[src/hw/rtl/assert_macros.svh]
// assertion macros used by the allocator rtl
`ifndef ASSERT_MACROS_SVH
`define ASSERT_MACROS_SVH

`ifndef SYNTHESIS
// property must hold at every rising clock edge outside reset
`define FBPA_ASSERT(label, clk, rst_n, prop, msg) \
    label: assert property (@(posedge clk) disable iff (!rst_n) prop) else $error(msg);
// expression must never be true outside reset
`define FBPA_ASSERT_NEVER(label, clk, rst_n, expr, msg) \
    label: assert property (@(posedge clk) disable iff (!rst_n) !(expr)) else $error(msg);
`else
`define FBPA_ASSERT(label, clk, rst_n, prop, msg)
`define FBPA_ASSERT_NEVER(label, clk, rst_n, expr, msg)
`endif

`endif

[src/hw/rtl/fbpa_pkg.sv]
// types and constants of the fixed block pool allocator
package fbpa_pkg;

    localparam int ADDR_W        = 32;
    localparam int REQ_ALIGN_W   = 17;
    localparam int BLK_BYTES_W   = 17;
    localparam int BLK_ALIGN_W   = 13;
    localparam int FREE_W        = 11;
    localparam int APB_AW        = 4;
    localparam int APB_DW        = 32;
    localparam int SPAN_W        = ADDR_W + 1;
    localparam int MAX_REQ_BYTES = 65536;
    localparam int MAX_ALIGN     = 4096;

    typedef enum logic {
        CMD_ALLOC = 1'b0,
        CMD_FREE  = 1'b1
    } t_cmd;

    typedef enum logic [2:0] {
        ST_OK        = 3'd0,
        ST_TOO_LARGE = 3'd1,
        ST_ALIGN     = 3'd2,
        ST_EMPTY     = 3'd3,
        ST_NULL      = 3'd4,
        ST_OVERFLOW  = 3'd5
    } t_status;

    typedef enum logic [1:0] {
        REG_REGION_BASE  = 2'd0,
        REG_REGION_BYTES = 2'd1,
        REG_BLOCK_BYTES  = 2'd2,
        REG_BLOCK_ALIGN  = 2'd3
    } t_reg_idx;

    typedef enum logic {
        OP_IDLE,
        OP_POP
    } t_op_state;

    typedef enum logic [2:0] {
        CFG_IDLE,
        CFG_ALIGN,
        CFG_CARVE,
        CFG_SPAN,
        CFG_CLIP,
        CFG_DIV
    } t_cfg_state;

    // pool geometry produced by a rebuild
    typedef struct packed {
        logic [ADDR_W-1:0]      start;
        logic [BLK_BYTES_W-1:0] bs;
        logic [BLK_ALIGN_W-1:0] align;
    } t_geom;

    typedef struct packed {
        logic busy;
        logic load;
    } t_pool_ctl;

endpackage

[src/hw/rtl/fbpa_div.sv]
// serial restoring divider, one quotient bit per cycle
module fbpa_div #(
    parameter int NUM_W = 33,
    parameter int DEN_W = 17
) (
    input  logic             i_clk,
    input  logic             i_rst_n,
    input  logic             i_start,
    input  logic [NUM_W-1:0] i_num,
    input  logic [DEN_W-1:0] i_den,
    output logic             o_done,
    output logic [NUM_W-1:0] o_quot
);

    localparam int CW = $clog2(NUM_W + 1);

    logic             r_busy;
    logic             r_done;
    logic [CW-1:0]    r_cnt;
    logic [DEN_W-1:0] r_rem;
    logic [NUM_W-1:0] r_quot;

    logic [DEN_W:0]   rem_sh;
    logic             fits;
    logic [DEN_W:0]   rem_diff;

    always_comb begin
        rem_sh   = {r_rem, r_quot[NUM_W-1]};
        fits     = rem_sh >= {1'b0, i_den};
        rem_diff = fits ? (rem_sh - {1'b0, i_den}) : rem_sh;
    end

    always_ff @(posedge i_clk) begin
        if (!i_rst_n) begin
            r_busy <= 1'b0;
            r_done <= 1'b0;
            r_cnt  <= '0;
        end else if (i_start) begin
            r_busy <= 1'b1;
            r_done <= 1'b0;
            r_cnt  <= CW'(NUM_W);
        end else if (r_busy) begin
            r_cnt <= r_cnt - CW'(1);
            if (r_cnt == CW'(1)) begin
                r_busy <= 1'b0;
                r_done <= 1'b1;
            end
        end else begin
            r_done <= 1'b0;
        end
    end

    // dividend bits shift out the top while quotient bits enter at the bottom
    always_ff @(posedge i_clk) begin
        if (i_start) begin
            r_rem  <= '0;
            r_quot <= i_num;
        end else if (r_busy) begin
            r_rem  <= rem_diff[DEN_W-1:0];
            r_quot <= {r_quot[NUM_W-2:0], fits};
        end
    end

    assign o_done = r_done;
    assign o_quot = r_quot;

endmodule

[src/hw/rtl/fbpa_cfg.sv]
// configuration registers and pool geometry rebuild sequencer
module fbpa_cfg import fbpa_pkg::*; #(
    parameter int MAX_BLOCKS = 1024,
    parameter int LINK_BYTES = 8,
    localparam int DW = $clog2(MAX_BLOCKS + 1)
) (
    input  logic              i_clk,
    input  logic              i_rst_n,
    input  logic              psel,
    input  logic              penable,
    input  logic              pwrite,
    input  logic [APB_AW-1:0] paddr,
    input  logic [APB_DW-1:0] pwdata,
    output logic [APB_DW-1:0] prdata,
    output logic              pready,
    output t_geom             o_geom,
    output logic [DW-1:0]     o_count,
    output t_pool_ctl         o_ctl
);

    logic [ADDR_W-1:0]      r_region_base;
    logic [ADDR_W-1:0]      r_region_bytes;
    logic [BLK_BYTES_W-1:0] r_req_bytes;
    logic [BLK_ALIGN_W-1:0] r_blk_align;

    t_cfg_state r_state;
    t_cfg_state n_state;

    logic [BLK_ALIGN_W-1:0] r_align;
    logic [BLK_BYTES_W-1:0] r_req;
    logic [BLK_BYTES_W-1:0] r_bs;
    logic [SPAN_W-1:0]      r_start;
    logic [SPAN_W-1:0]      r_usable;
    logic [SPAN_W-1:0]      r_room;

    logic                   wr_en;
    t_reg_idx               reg_idx;
    logic [BLK_BYTES_W-1:0] req_clamp;
    logic [BLK_BYTES_W:0]   bs_sum;
    logic [BLK_BYTES_W:0]   bs_mask;
    logic [SPAN_W-1:0]      base_ext;
    logic [SPAN_W-1:0]      region_ext;
    logic [SPAN_W-1:0]      start_sum;
    logic [SPAN_W-1:0]      start_mask;
    logic [SPAN_W-1:0]      pad;
    logic [SPAN_W-1:0]      span_num;
    logic                   div_start;
    logic                   div_done;
    logic [SPAN_W-1:0]      div_quot;

    // smallest power of two at or above the register, within 1..4096
    function automatic logic [BLK_ALIGN_W-1:0] eff_align(input logic [BLK_ALIGN_W-1:0] v);
        logic [BLK_ALIGN_W-1:0] lim;
        logic [BLK_ALIGN_W-1:0] p;
        lim = v;
        if (lim == '0) begin
            lim = BLK_ALIGN_W'(1);
        end
        if (lim > BLK_ALIGN_W'(MAX_ALIGN)) begin
            lim = BLK_ALIGN_W'(MAX_ALIGN);
        end
        p = BLK_ALIGN_W'(MAX_ALIGN);
        for (int k = BLK_ALIGN_W - 1; k >= 0; k--) begin
            if ((BLK_ALIGN_W'(1) << k) >= lim) begin
                p = BLK_ALIGN_W'(1) << k;
            end
        end
        return p;
    endfunction

    assign pready  = 1'b1;
    assign wr_en   = psel && penable && pwrite && pready;
    assign reg_idx = t_reg_idx'(paddr[3:2]);

    always_ff @(posedge i_clk) begin
        if (!i_rst_n) begin
            r_region_base  <= '0;
            r_region_bytes <= '0;
            r_req_bytes    <= BLK_BYTES_W'(64);
            r_blk_align    <= BLK_ALIGN_W'(8);
        end else if (wr_en) begin
            unique case (reg_idx)
                REG_REGION_BASE:  r_region_base  <= pwdata;
                REG_REGION_BYTES: r_region_bytes <= pwdata;
                REG_BLOCK_BYTES:  r_req_bytes    <= pwdata[BLK_BYTES_W-1:0];
                REG_BLOCK_ALIGN:  r_blk_align    <= pwdata[BLK_ALIGN_W-1:0];
            endcase
        end
    end

    always_comb begin
        unique case (reg_idx)
            REG_REGION_BASE:  prdata = r_region_base;
            REG_REGION_BYTES: prdata = r_region_bytes;
            REG_BLOCK_BYTES:  prdata = APB_DW'(r_req_bytes);
            REG_BLOCK_ALIGN:  prdata = APB_DW'(r_blk_align);
        endcase
    end

    // rebuild datapath
    always_comb begin
        req_clamp = r_req_bytes;
        if (r_req_bytes > BLK_BYTES_W'(MAX_REQ_BYTES)) begin
            req_clamp = BLK_BYTES_W'(MAX_REQ_BYTES);
        end
        if (req_clamp < BLK_BYTES_W'(LINK_BYTES)) begin
            req_clamp = BLK_BYTES_W'(LINK_BYTES);
        end
        bs_mask    = ~((BLK_BYTES_W + 1)'(r_align) - (BLK_BYTES_W + 1)'(1));
        bs_sum     = ((BLK_BYTES_W + 1)'(r_req) + (BLK_BYTES_W + 1)'(r_align)
                      - (BLK_BYTES_W + 1)'(1)) & bs_mask;
        base_ext   = {1'b0, r_region_base};
        region_ext = {1'b0, r_region_bytes};
        start_mask = ~(SPAN_W'(r_align) - SPAN_W'(1));
        start_sum  = (base_ext + SPAN_W'(r_align) - SPAN_W'(1)) & start_mask;
        pad        = r_start - base_ext;
        span_num   = (r_usable > r_room) ? r_room : r_usable;
    end

    always_ff @(posedge i_clk) begin
        unique case (r_state)
            CFG_ALIGN: begin
                r_align <= eff_align(r_blk_align);
                r_req   <= req_clamp;
            end
            CFG_CARVE: begin
                r_bs    <= bs_sum[BLK_BYTES_W-1:0];
                r_start <= start_sum;
            end
            CFG_SPAN: begin
                r_usable <= (region_ext > pad) ? (region_ext - pad) : '0;
                // blocks must end at or below the top of the address space
                r_room   <= r_start[ADDR_W] ? '0 : ({1'b1, {ADDR_W{1'b0}}} - r_start);
            end
            CFG_IDLE, CFG_CLIP, CFG_DIV: begin
            end
        endcase
    end

    always_ff @(posedge i_clk) begin
        if (!i_rst_n) begin
            r_state <= CFG_ALIGN;
        end else begin
            r_state <= n_state;
        end
    end

    always_comb begin
        n_state   = r_state;
        div_start = 1'b0;
        o_ctl     = '{busy: 1'b1, load: 1'b0};
        unique case (r_state)
            CFG_IDLE: begin
                o_ctl.busy = 1'b0;
            end
            CFG_ALIGN: n_state = CFG_CARVE;
            CFG_CARVE: n_state = CFG_SPAN;
            CFG_SPAN:  n_state = CFG_CLIP;
            CFG_CLIP: begin
                div_start = 1'b1;
                n_state   = CFG_DIV;
            end
            CFG_DIV: begin
                if (div_done) begin
                    o_ctl.load = 1'b1;
                    n_state    = CFG_IDLE;
                end
            end
        endcase
        // any register write starts the rebuild over
        if (wr_en) begin
            o_ctl.load = 1'b0;
            n_state    = CFG_ALIGN;
        end
    end

    fbpa_div #(
        .NUM_W (SPAN_W),
        .DEN_W (BLK_BYTES_W)
    ) u_div (
        .i_clk   (i_clk),
        .i_rst_n (i_rst_n),
        .i_start (div_start),
        .i_num   (span_num),
        .i_den   (r_bs),
        .o_done  (div_done),
        .o_quot  (div_quot)
    );

    assign o_count = (div_quot > SPAN_W'(MAX_BLOCKS)) ? DW'(MAX_BLOCKS) : div_quot[DW-1:0];
    assign o_geom  = '{start: r_start[ADDR_W-1:0], bs: r_bs, align: r_align};

endmodule

[config.mk]
export PLATFORM = sky130hd
export DESIGN_NAME = fbpa_cfg
export DESIGN_NICKNAME = d
export VERILOG_FILES = /design/src/hw/rtl/assert_macros.svh /design/src/hw/rtl/fbpa_pkg.sv /design/src/hw/rtl/fbpa_div.sv /design/src/hw/rtl/fbpa_cfg.sv
export SDC_FILE = /design/constraint.sdc
export NUM_CORES = 1
export LEC_CHECK = 0
export BUFFER_PORTS_ARGS = -buffer_cell sky130_fd_sc_hd__buf_2
export CAP_MARGIN = 20
export CORE_MARGIN = 1.5
export CORE_UTILIZATION = 39
export CTS_CLUSTER_SIZE = 28
export DETAILED_ROUTE_END_ITERATION = 10
export PLACE_DENSITY = 0.64
export SYNTH_ARGS = -nofsm -noshare
export SYNTH_HDL_FRONTEND = slang
export SYNTH_SLANG_ARGS = --single-unit
[constraint.sdc]
create_clock -name i_clk -period 9.7 [get_ports i_clk]
set_clock_uncertainty 0.05 [all_clocks]
set_input_delay 0 -clock i_clk [delete_from_list [all_inputs] [get_ports i_clk]]
set_output_delay 0 -clock i_clk [all_outputs]
set_load 0.05 [all_outputs]
## Yosys cells after proc, flatten, opt, wreduce, memory -nomap -nowiden

Index checks and enable logic that the tools add are counted.

- Add/subtract/negate cells: 11
- $lt $le $gt $ge: 19
- Eq/ne operators: 10
- Multiplexer cells: 34
- Bitwise operators: 6
- Reductions and logical operators: 25

Operators by type and width:

| cell | count |
|---|---|
| 32-bit case mux with 4 select lines | 1 |
| 33-bit two-way mux | 3 |
| 13-bit two-way mux | 5 |
| 17-bit two-way mux | 2 |
| 32-bit by 13-bit adder with 33-bit output | 1 |
| 33-bit bitwise AND | 1 |
| 32-bit by 33-bit greater-than comparator with 1-bit output | 1 |
| 33-bit by 11-bit greater-than comparator with 1-bit output (second input constant) | 1 |
| 33-bit greater-than comparator | 1 |
| 33-bit NOT | 1 |
| 32-bit by 33-bit subtractor with 33-bit output | 1 |
| 33-bit by 1-bit subtractor with 33-bit output (second input constant) | 1 |
| 33-bit by 32-bit subtractor with 33-bit output | 1 |
| 33-bit subtractor (first input constant) | 1 |
| 13-bit by 1-bit subtractor with 14-bit output (second input constant) | 2 |
| 11-bit two-way mux | 2 |
| 18-bit by 17-bit greater-or-equal comparator with 1-bit output | 1 |
| 6-bit two-way mux | 3 |
| 17-bit by 13-bit adder with 17-bit output | 1 |
| 17-bit bitwise AND | 1 |
| 17-bit greater-than comparator (second input constant) | 1 |
| 17-bit by 4-bit < comparator with 1-bit output (second input constant) | 1 |
| 17-bit NOT | 1 |
| 17-bit by 1-bit subtractor with 17-bit output (second input constant) | 1 |
| 50 further kinds | 70 |

- Register bits: 301
- Input port bits: 41
- Output and inout port bits: 108

## Depth between registers and ports, before layout

Gate-level depths: netlist of run 1.

- Depth in word-level cells: 18
- Depth in mapped cells: 25

## Modules after synthesis

Synthesis of run 1 repeated with hierarchy kept, for this count alone.

- Cell total of the unflattened synthesis: 2356
- Area total of the unflattened synthesis: 21333.0 um2

Modules (own cells, without submodules):

| module | instances | cells each | area an instance (um2) | seq. area each (um2) |
|---|---|---|---|---|
| fbpa_cfg | 1 | 2035 | 17992.3 | 6326.1 |
| fbpa_div | 1 | 321 | 3340.7 | 1491.4 |

## Worst setup path before layout of run 1

Ideal clock, no wire load.

- Path kind: register -> register
- Start: register r_start[0]
- End: register r_usable[3], data pin
- Setup time: 0.158 ns
- Arrival time: 4.492 ns
- Required time: 9.492 ns
- Slack: 5.000 ns
- Cell stages (with the launch flop): 26
- Path through: edfxtp_1 > inv_1 > ha_1 > inv_1 > fa_1 > a21oi_1 > o22ai_1 > o211a_1 > o2111ai_1 > a21oi_1 > o21ai_0 > nand2_1 > a21oi_1 > xor2_1 > ha_1 > o21ai_0 > o21ai_0 > a21boi_0 > o221ai_1 > a21oi_1 > o21ai_2 > a221oi_1 > or4_1 > buf_2 > buf_6 > a211oi_2

- Word-level cells in the longest chain between the ends: 2
- Elaborated cells on any way between the ends: 3
- Classes of those cells: add/sub (2); order compare (1)

RTL lines:

| element | line | text |
|---|---|---|
| start: declaration | fbpa_cfg.sv:32 | `logic [SPAN_W-1:0] r_start;` |
| start signal: assignment | fbpa_cfg.sv:128 | `r_start <= start_sum;` |
| 33-bit by 32-bit subtractor with 33-bit output (*) | fbpa_cfg.sv:116 | `pad = r_start - base_ext;` |
| 32-bit by 33-bit subtractor with 33-bit output / 32-bit by 33-bit greater-than comparator with 1-bit output (equally long branches) | fbpa_cfg.sv:131 | `r_usable <= (region_ext > pad) ? (region_ext - pad) : '0;` |
| end signal: assignment | fbpa_cfg.sv:131 |  |
| end: declaration | fbpa_cfg.sv:33 | `logic [SPAN_W-1:0] r_usable;` |

Mark *: on every way between the ends. The rest lies on a longest branch, timed or not.
A chain may end at the register's enable or synchronous reset.

## Worst setup path after layout of run 1

- Start: register r_start[0]
- End: register r_usable[15], data pin

The elaborated chain is that of the path after synthesis.

==> results of run 1 <==
critical path: cells and delay by family, from the launching register on:
family | cells | cell delay [ns]
compound gates | 14 | 2.89
xor+xnor | 1 | 0.19
fa+ha+maj | 3 | 0.90
buf+inv | 3 | 0.53
flops | 1 | 0.40
simple gates | 3 | 0.37
cells in the final DEF (no fill, tap or decap), types with 50 or more instances in the layout:
master and n:
xor2_1 61, buf_2 145, edfxtp_1 179, nor2_1 206, a21boi_0 101, a21oi_1 133, o21ai_0 122, xnor2_1 76
a21o_1 50, nor3_1 51, inv_1 200, ha_1 188, dfxtp_1 122, nand2_1 301, mux2i_1 68
logic make-up (layout without fill, tap and decap cells):
logic type	count (synthesis)	after routing	synth area share
buffers and inverters	311	461	0.06204
DFF	301	301	0.3681
AOI/OAI and AO/OA	554	554	0.1698
xor gates and xnor gates	137	137	0.05650
adders and majority gates	193	193	0.1155
muxes	82	82	0.04636
other	1	2	0.0001766
and+or+nand+nor	820	820	0.1816
cells in the mapped netlist (all sizes together) (61+ instances only):
cell type	count	area [um2]
a21boi	102	765.7
dfxtp	122	2442
nand2	301	1130
mux2i	68	680.7
inv	200	750.7
xor2	61	534.3
xnor2	76	665.6
edfxtp	179	5375
nor2	207	777.0
o21ai	126	638.1
ha	188	2352
a21oi	133	665.6
clkbuf	62	232.7
sequential cells by signal, summed over array words and instances, names as in the netlist, 32 cells and up:
name / cells
r_start: 33
r_room: 33
r_usable: 33
u_div.o_quot: 33
r_region_bytes: 32
r_region_base: 32
power by group:
group          internal, uW  switching [uW]
Combinational           819            1190
Clock                   787             531
Sequential             1590             146
Total                  3190            1860
per-layer routing:
metal | vias to the layer above | share of wire | track usage
met5 | - | 0 | 0
met3 | 97 | 0.064 | 0.03288
met2 | 552 | 0.44 | 0.3100
li1 | 8687 | - | -
met1 | 8064 | 0.46 | 0.2723
met4 | 0 | 0.034 | 0.07110
how the worst max path moves through the flow:
stage / cells past startpoint / slack (ns) / endpoint
2_1_floorplan: 25 / 5.00 / r_usable[3]
3_3_place_gp: 21 / 4.19 / r_usable[32]
3_5_place_dp: 21 / 4.17 / r_usable[32]
4_1_cts: 21 / 4.13 / r_usable[32]
5_1_grt: 24 / 3.49 / r_usable[15]
6_report: 24 / 4.08 / r_usable[15]
area by class of cell:
cell class	count	area, um2
diodes	1	2.502
clock inverters	21	195.2
inverters	200	750.7
multi-input cells	1787	12140
repair buffers	198	1224
clock buffers	42	954.7
fillers	5162	29860
well taps	696	870.8
flip-flops and latches	301	7818
through the flow:
stage,cell area [um2],worst slack [ns],utilization,cells,total power (uW)
final,23960,4.081,0.4452,3246,5058
after detailed placement,22410,4.167,0.4165,3144,3732
after global routing,23960,3.488,0.4452,3245,5378
after global placement,22410,4.193,0.4165,3144,3691
after floorplan,21240,5.000,-,2399,3316
after CTS,23930,4.131,0.4447,3244,5074
timing repair:
action	4_1_cts	5_1_grt
endpoints found under the setup margin	0	0
hold buffers	37	0
hold endpoints to repair	95	0
buffers inserted	0	0
gates resized for setup	0	0
==> results.cfg, run 1 <==
[placement]
hpwl_mm = 44.41
gp_congestion = 0.9021
port_buffers = 145

[synthesis]
syn-cell-area_mm2 = 0.02124
ys_ff_latch = 301
async_flop_share = 0
synth-main-ff-cell = edfxtp_1
syn_inst = 2399
synth_cell_types = 83
avgSynthCellArea_um2 = 8.853
ys_seq_area_frac = 0.3681
yosysWarnings = 0
syn_nets = 2633
synth_edf_count = 179

[detailed_routing]
vias = 17400
drt-pass1-iter-count = 5
route.detailed.drc = 0
ant_nets = 0
routed_via_density = 5.360
wl_per_cell_um = 17.42
wirelength_mm = 56.55
drt_iter0_markers = 1259

[critical_path]
crit_path_start = r_start[0]
slowest_stage = edfxtp_1
r2r_start = r_start[0]
path_common_cell = a21oi_1
crit_path_end_kind = register
cp-start-kind = register
reg2regPathDepth = 24
crit_fanout = 33
crit_chain = inv_1 > ha_1 > inv_1 > fa_1 > a21oi_1 > o22ai_1 > o211a_1 > o2111ai_1 > a21oi_1 > o21ai_0 > nand2_1 > a21oi_1 > xor2_1 > ha_1 > o21ai_0 > o21ai_0 > a21boi_0 > o221ai_1 > a21oi_1 > o21ai_2 > a221oi_1 > or4_1 > buf_4 > nor4_1
max_stage_delay_ns = 0.40
crit_arrival_ns = 5.83
critPathRequiredTime_ns = 9.91
r2r_end = r_usable[15]
rrSetupSlack_ns = 4.08
path_class = reg2reg

[clock_tree]
cts-root-buf = clkbuf_16
cts_sinks = 301
clock_latency_ns = 0.53
cts_htree_levels = 2
cts_made_buffers = 36
cts_buffer_depth = 3
cts_tree = built
path_clk_slew_ns = 0.06

[timing]
max-slew-margin-rel = 0.3418
period_needed_ns = 5.619
setup_violations = 0
rsz0062_at_grt = no
hold_violations = 0
tightest_slew_ns = 0.9624
hold-worst-slack_ns = 0.1228
drv_slew = 0
finalSetupTns_ns = 0
fmax_mhz = 178.0
min_period_over_period = 0.5793

[worst_hold_path]
holdPathEnd = r_state[1]
min-delay-start = pwrite
hold_path_depth = 4
worst_hold_path_type = in2reg

[floorplan]
start_util = 0.3947
die_x_um = 236.4
rows = 85
die_area_mm2 = 0.05587
io_pins = 149
die_y_um = 236.4
core_area_mm2 = 0.05381

[grt]
grt_pass1_wl_mm = 87.80
overflow = 0
grt_use_total = 0.1972
antenna_found_initial = 0
grt_pass1_vias = 16270
grt_start_max_net_pins = 84

[power_and_ir_drop]
p_leak_uw = 0.01005
powerDensity_mw_per_mm2 = 211.1
vdd_drop_max_mv = 0.1415

[finish]
drive_above_1_share = 0.1047
syn_to_final_growth_pct = 12.81
nets = 2758

[status]
outcome = completed

[job]
drv_cap = 0
No activity file was read; power rests on OpenSTA's default activity.
==> inputs of run 2 (changes only) <==
ABC_AREA = 1   (was unset)
PLACE_DENSITY = 0.63   (was 0.64)
clock period = 5.55 ns   (was 9.7 ns; I/O delays follow)
==> results.cfg, run 2 <==
[detailed_routing]
drt_iter0_markers = 1610
routed_via_density = 5.118
wirelength_mm = 68.13
drt-pass1-iter-count = 7
ant_nets = 0
vias = 20640
wl_per_cell_um = 16.90
route.detailed.drc = 0

[timing]
tightest_slew_ns = 1.019
fmax_mhz = 218.2
setup_violations = 0
finalSetupTns_ns = 0
rsz0062_at_grt = no
min_period_over_period = 0.8258
fin_ws_ns = 0.9667
hold_violations = 0
period_needed_ns = 4.583
drv_slew = 0
max-slew-margin-rel = 0.3199

[clock_tree]
cts_tree = built
cts_made_buffers = 36
clock_latency_ns = 0.58
cts-root-buf = clkbuf_16
cts_buffer_depth = 3
hold_buffers = 36
cts_htree_levels = 2
cts_sinks = 301
cts_setup_buffers = 0
path_clk_slew_ns = 0.06
cts-resized-gates = 0

[synthesis]
synthMuxAreaShare = 0
synth.top_cell.area_share = 0.2357
yosysTopAreaCell = edfxtp_1
ys_seq_area_frac = 0.3428
yosysMostFrequentCell = nand2_1
async_flop_share = 0
syn_inst = 3109
synth-main-ff-cell = edfxtp_1
synth_edf_count = 179
synth-xor-area-share = 0.03956
synth_top_family_by_area = simple AND/OR/NAND/NOR gates
synthAdderAreaFrac = 0.1075
yosysWarnings = 0
synth_common_cells = 567 x nand2_1, 475 x inv_1, 366 x nor2_1
synthSimpleGateAreaFrac = 0.2606
syn-cell-area_mm2 = 0.02280
syn_nets = 3343
avgSynthCellArea_um2 = 7.335
ys_ff_latch = 301
synth_cell_types = 61
synth-compound-area-share = 0.1440
netlist_top_cells_area = edfxtp_1 24%, dfxtp_1 11%, ha_1 10%

[placement]
hpwl_mm = 54.62
port_buffers = 145
gp_congestion = 0.9538
dpl_cell_area_mm2 = 0.02406
dp_cells = 3932
pre_cts_ws_ns = 1.007

[finish]
drive_above_1_share = 0.09305
final_common_cell = nand2_1
syn_to_final_growth_pct = 12.12
final_area_mm2 = 0.02557
mostFrequentLayoutCells = 567 x nand2_1, 475 x inv_1, 363 x nor2_1
nets = 3475
antennaDiodeCount = 0
final_cells = 4032

[critical_path]
crit_arrival_ns = 4.83
cp-start-kind = register
crit_path_end_kind = register
slowest_stage = fa_1
critPathRequiredTime_ns = 5.80
max_stage_delay_ns = 0.40
cp_num_buf_inv = 5
crit_fanout = 21
path_class = reg2reg
rrSetupSlack_ns = 0.97
path_delay_family = simple AND/OR/NAND/NOR gates

[floorplan]
die_y_um = 244.8
die_area_mm2 = 0.05993
rows = 88
die_x_um = 244.8
core_area_mm2 = 0.05770
io_pins = 149
start_util = 0.3953

[grt]
antenna_found_initial = 1
use_met1 = 0.3148
use_met3 = 0.02679
grt_pass1_vias = 19020
grt_pass1_wl_mm = 105.0
grt-busiest-layer = met2
grt_start_max_net_pins = 67
overflow = 0
grt_use_total = 0.2237
met2_usage = 0.3564

[power_and_ir_drop]
p_total_uw = 7886
p_leak_uw = 0.01202
vdd_drop_max_mv = 0.2205
powerDensity_mw_per_mm2 = 308.4

[status]
outcome = completed

[worst_hold_path]
worst_hold_path_type = in2reg

[job]
drv_cap = 0
## run 2: final cells by class
cell class / count / area, um2
clock buffer: 43 / 937.1
clock inverter: 21 / 210.2
multi-input combinational: 2219 / 12610
fill: 5971 / 32130
timing repair buffer: 196 / 1211
inverter: 487 / 1828
sequential: 301 / 7818
tap: 765 / 957.2
## run 2: worst reg2reg max path: stages, from the launching register on
cell      delay, ns
edfxtp_1       0.37
inv_1          0.16
ha_1           0.17
inv_1          0.06
fa_1           0.40
nand3_1        0.10
nand2_1        0.10
a31o_2         0.26
a21oi_1        0.27
nor2_1         0.07
nor2_1         0.11
xor2_1         0.16
ha_1           0.31
nand2_1        0.13
inv_1          0.05
a21oi_1        0.28
o21ai_0        0.12
inv_1          0.10
nor2_1         0.06
nor2_1         0.15
nand2_2        0.08
nand2_2        0.07
nand2_2        0.06
nand2_4        0.27
buf_12         0.31
nor2_4         0.07
## run 2: routing by layer
metal	wire length, um	share of wire
met5	0	0
met1	32170	0.47
met3	3677	0.054
met4	1997	0.029
met2	30290	0.44
## run 2: path summary, 6_finish.rpt
check	from	to	depth (start not counted)
min	paddr[2]	r_req_bytes[6]	5
min reg2reg	u_div.r_cnt[1]	u_div.r_cnt[1]	2
max reg2reg	r_start[0]	r_usable[4]	25
max	r_start[0]	r_usable[4]	25
## run 2: cells by family (layout without fill, tap and decap cells)
group,Yosys count,after routing
adders and majority gates,193,193
buffers and inverters,589,747
and+or+nand+nor,1321,1321
AOI/OAI and AO/OA,601,601
other,1,1
xor gates and xnor gates,103,103
DFF,301,301
## run 2: metrics by stage
step / util / hold WS, ns
after global placement: 0.4170 / 0.1904
after floorplan: - / 0.08038
after detailed placement: 0.4170 / 0.1967
final: 0.4432 / 0.1654
after global routing: 0.4432 / 0.1714
after CTS: 0.4432 / 0.1204
## run 2: power breakdown
part           total, uW  internal [uW]  switching [uW]
logic               2760            899            1860
registers           2800           2640             161
clock network       2330           1360             975
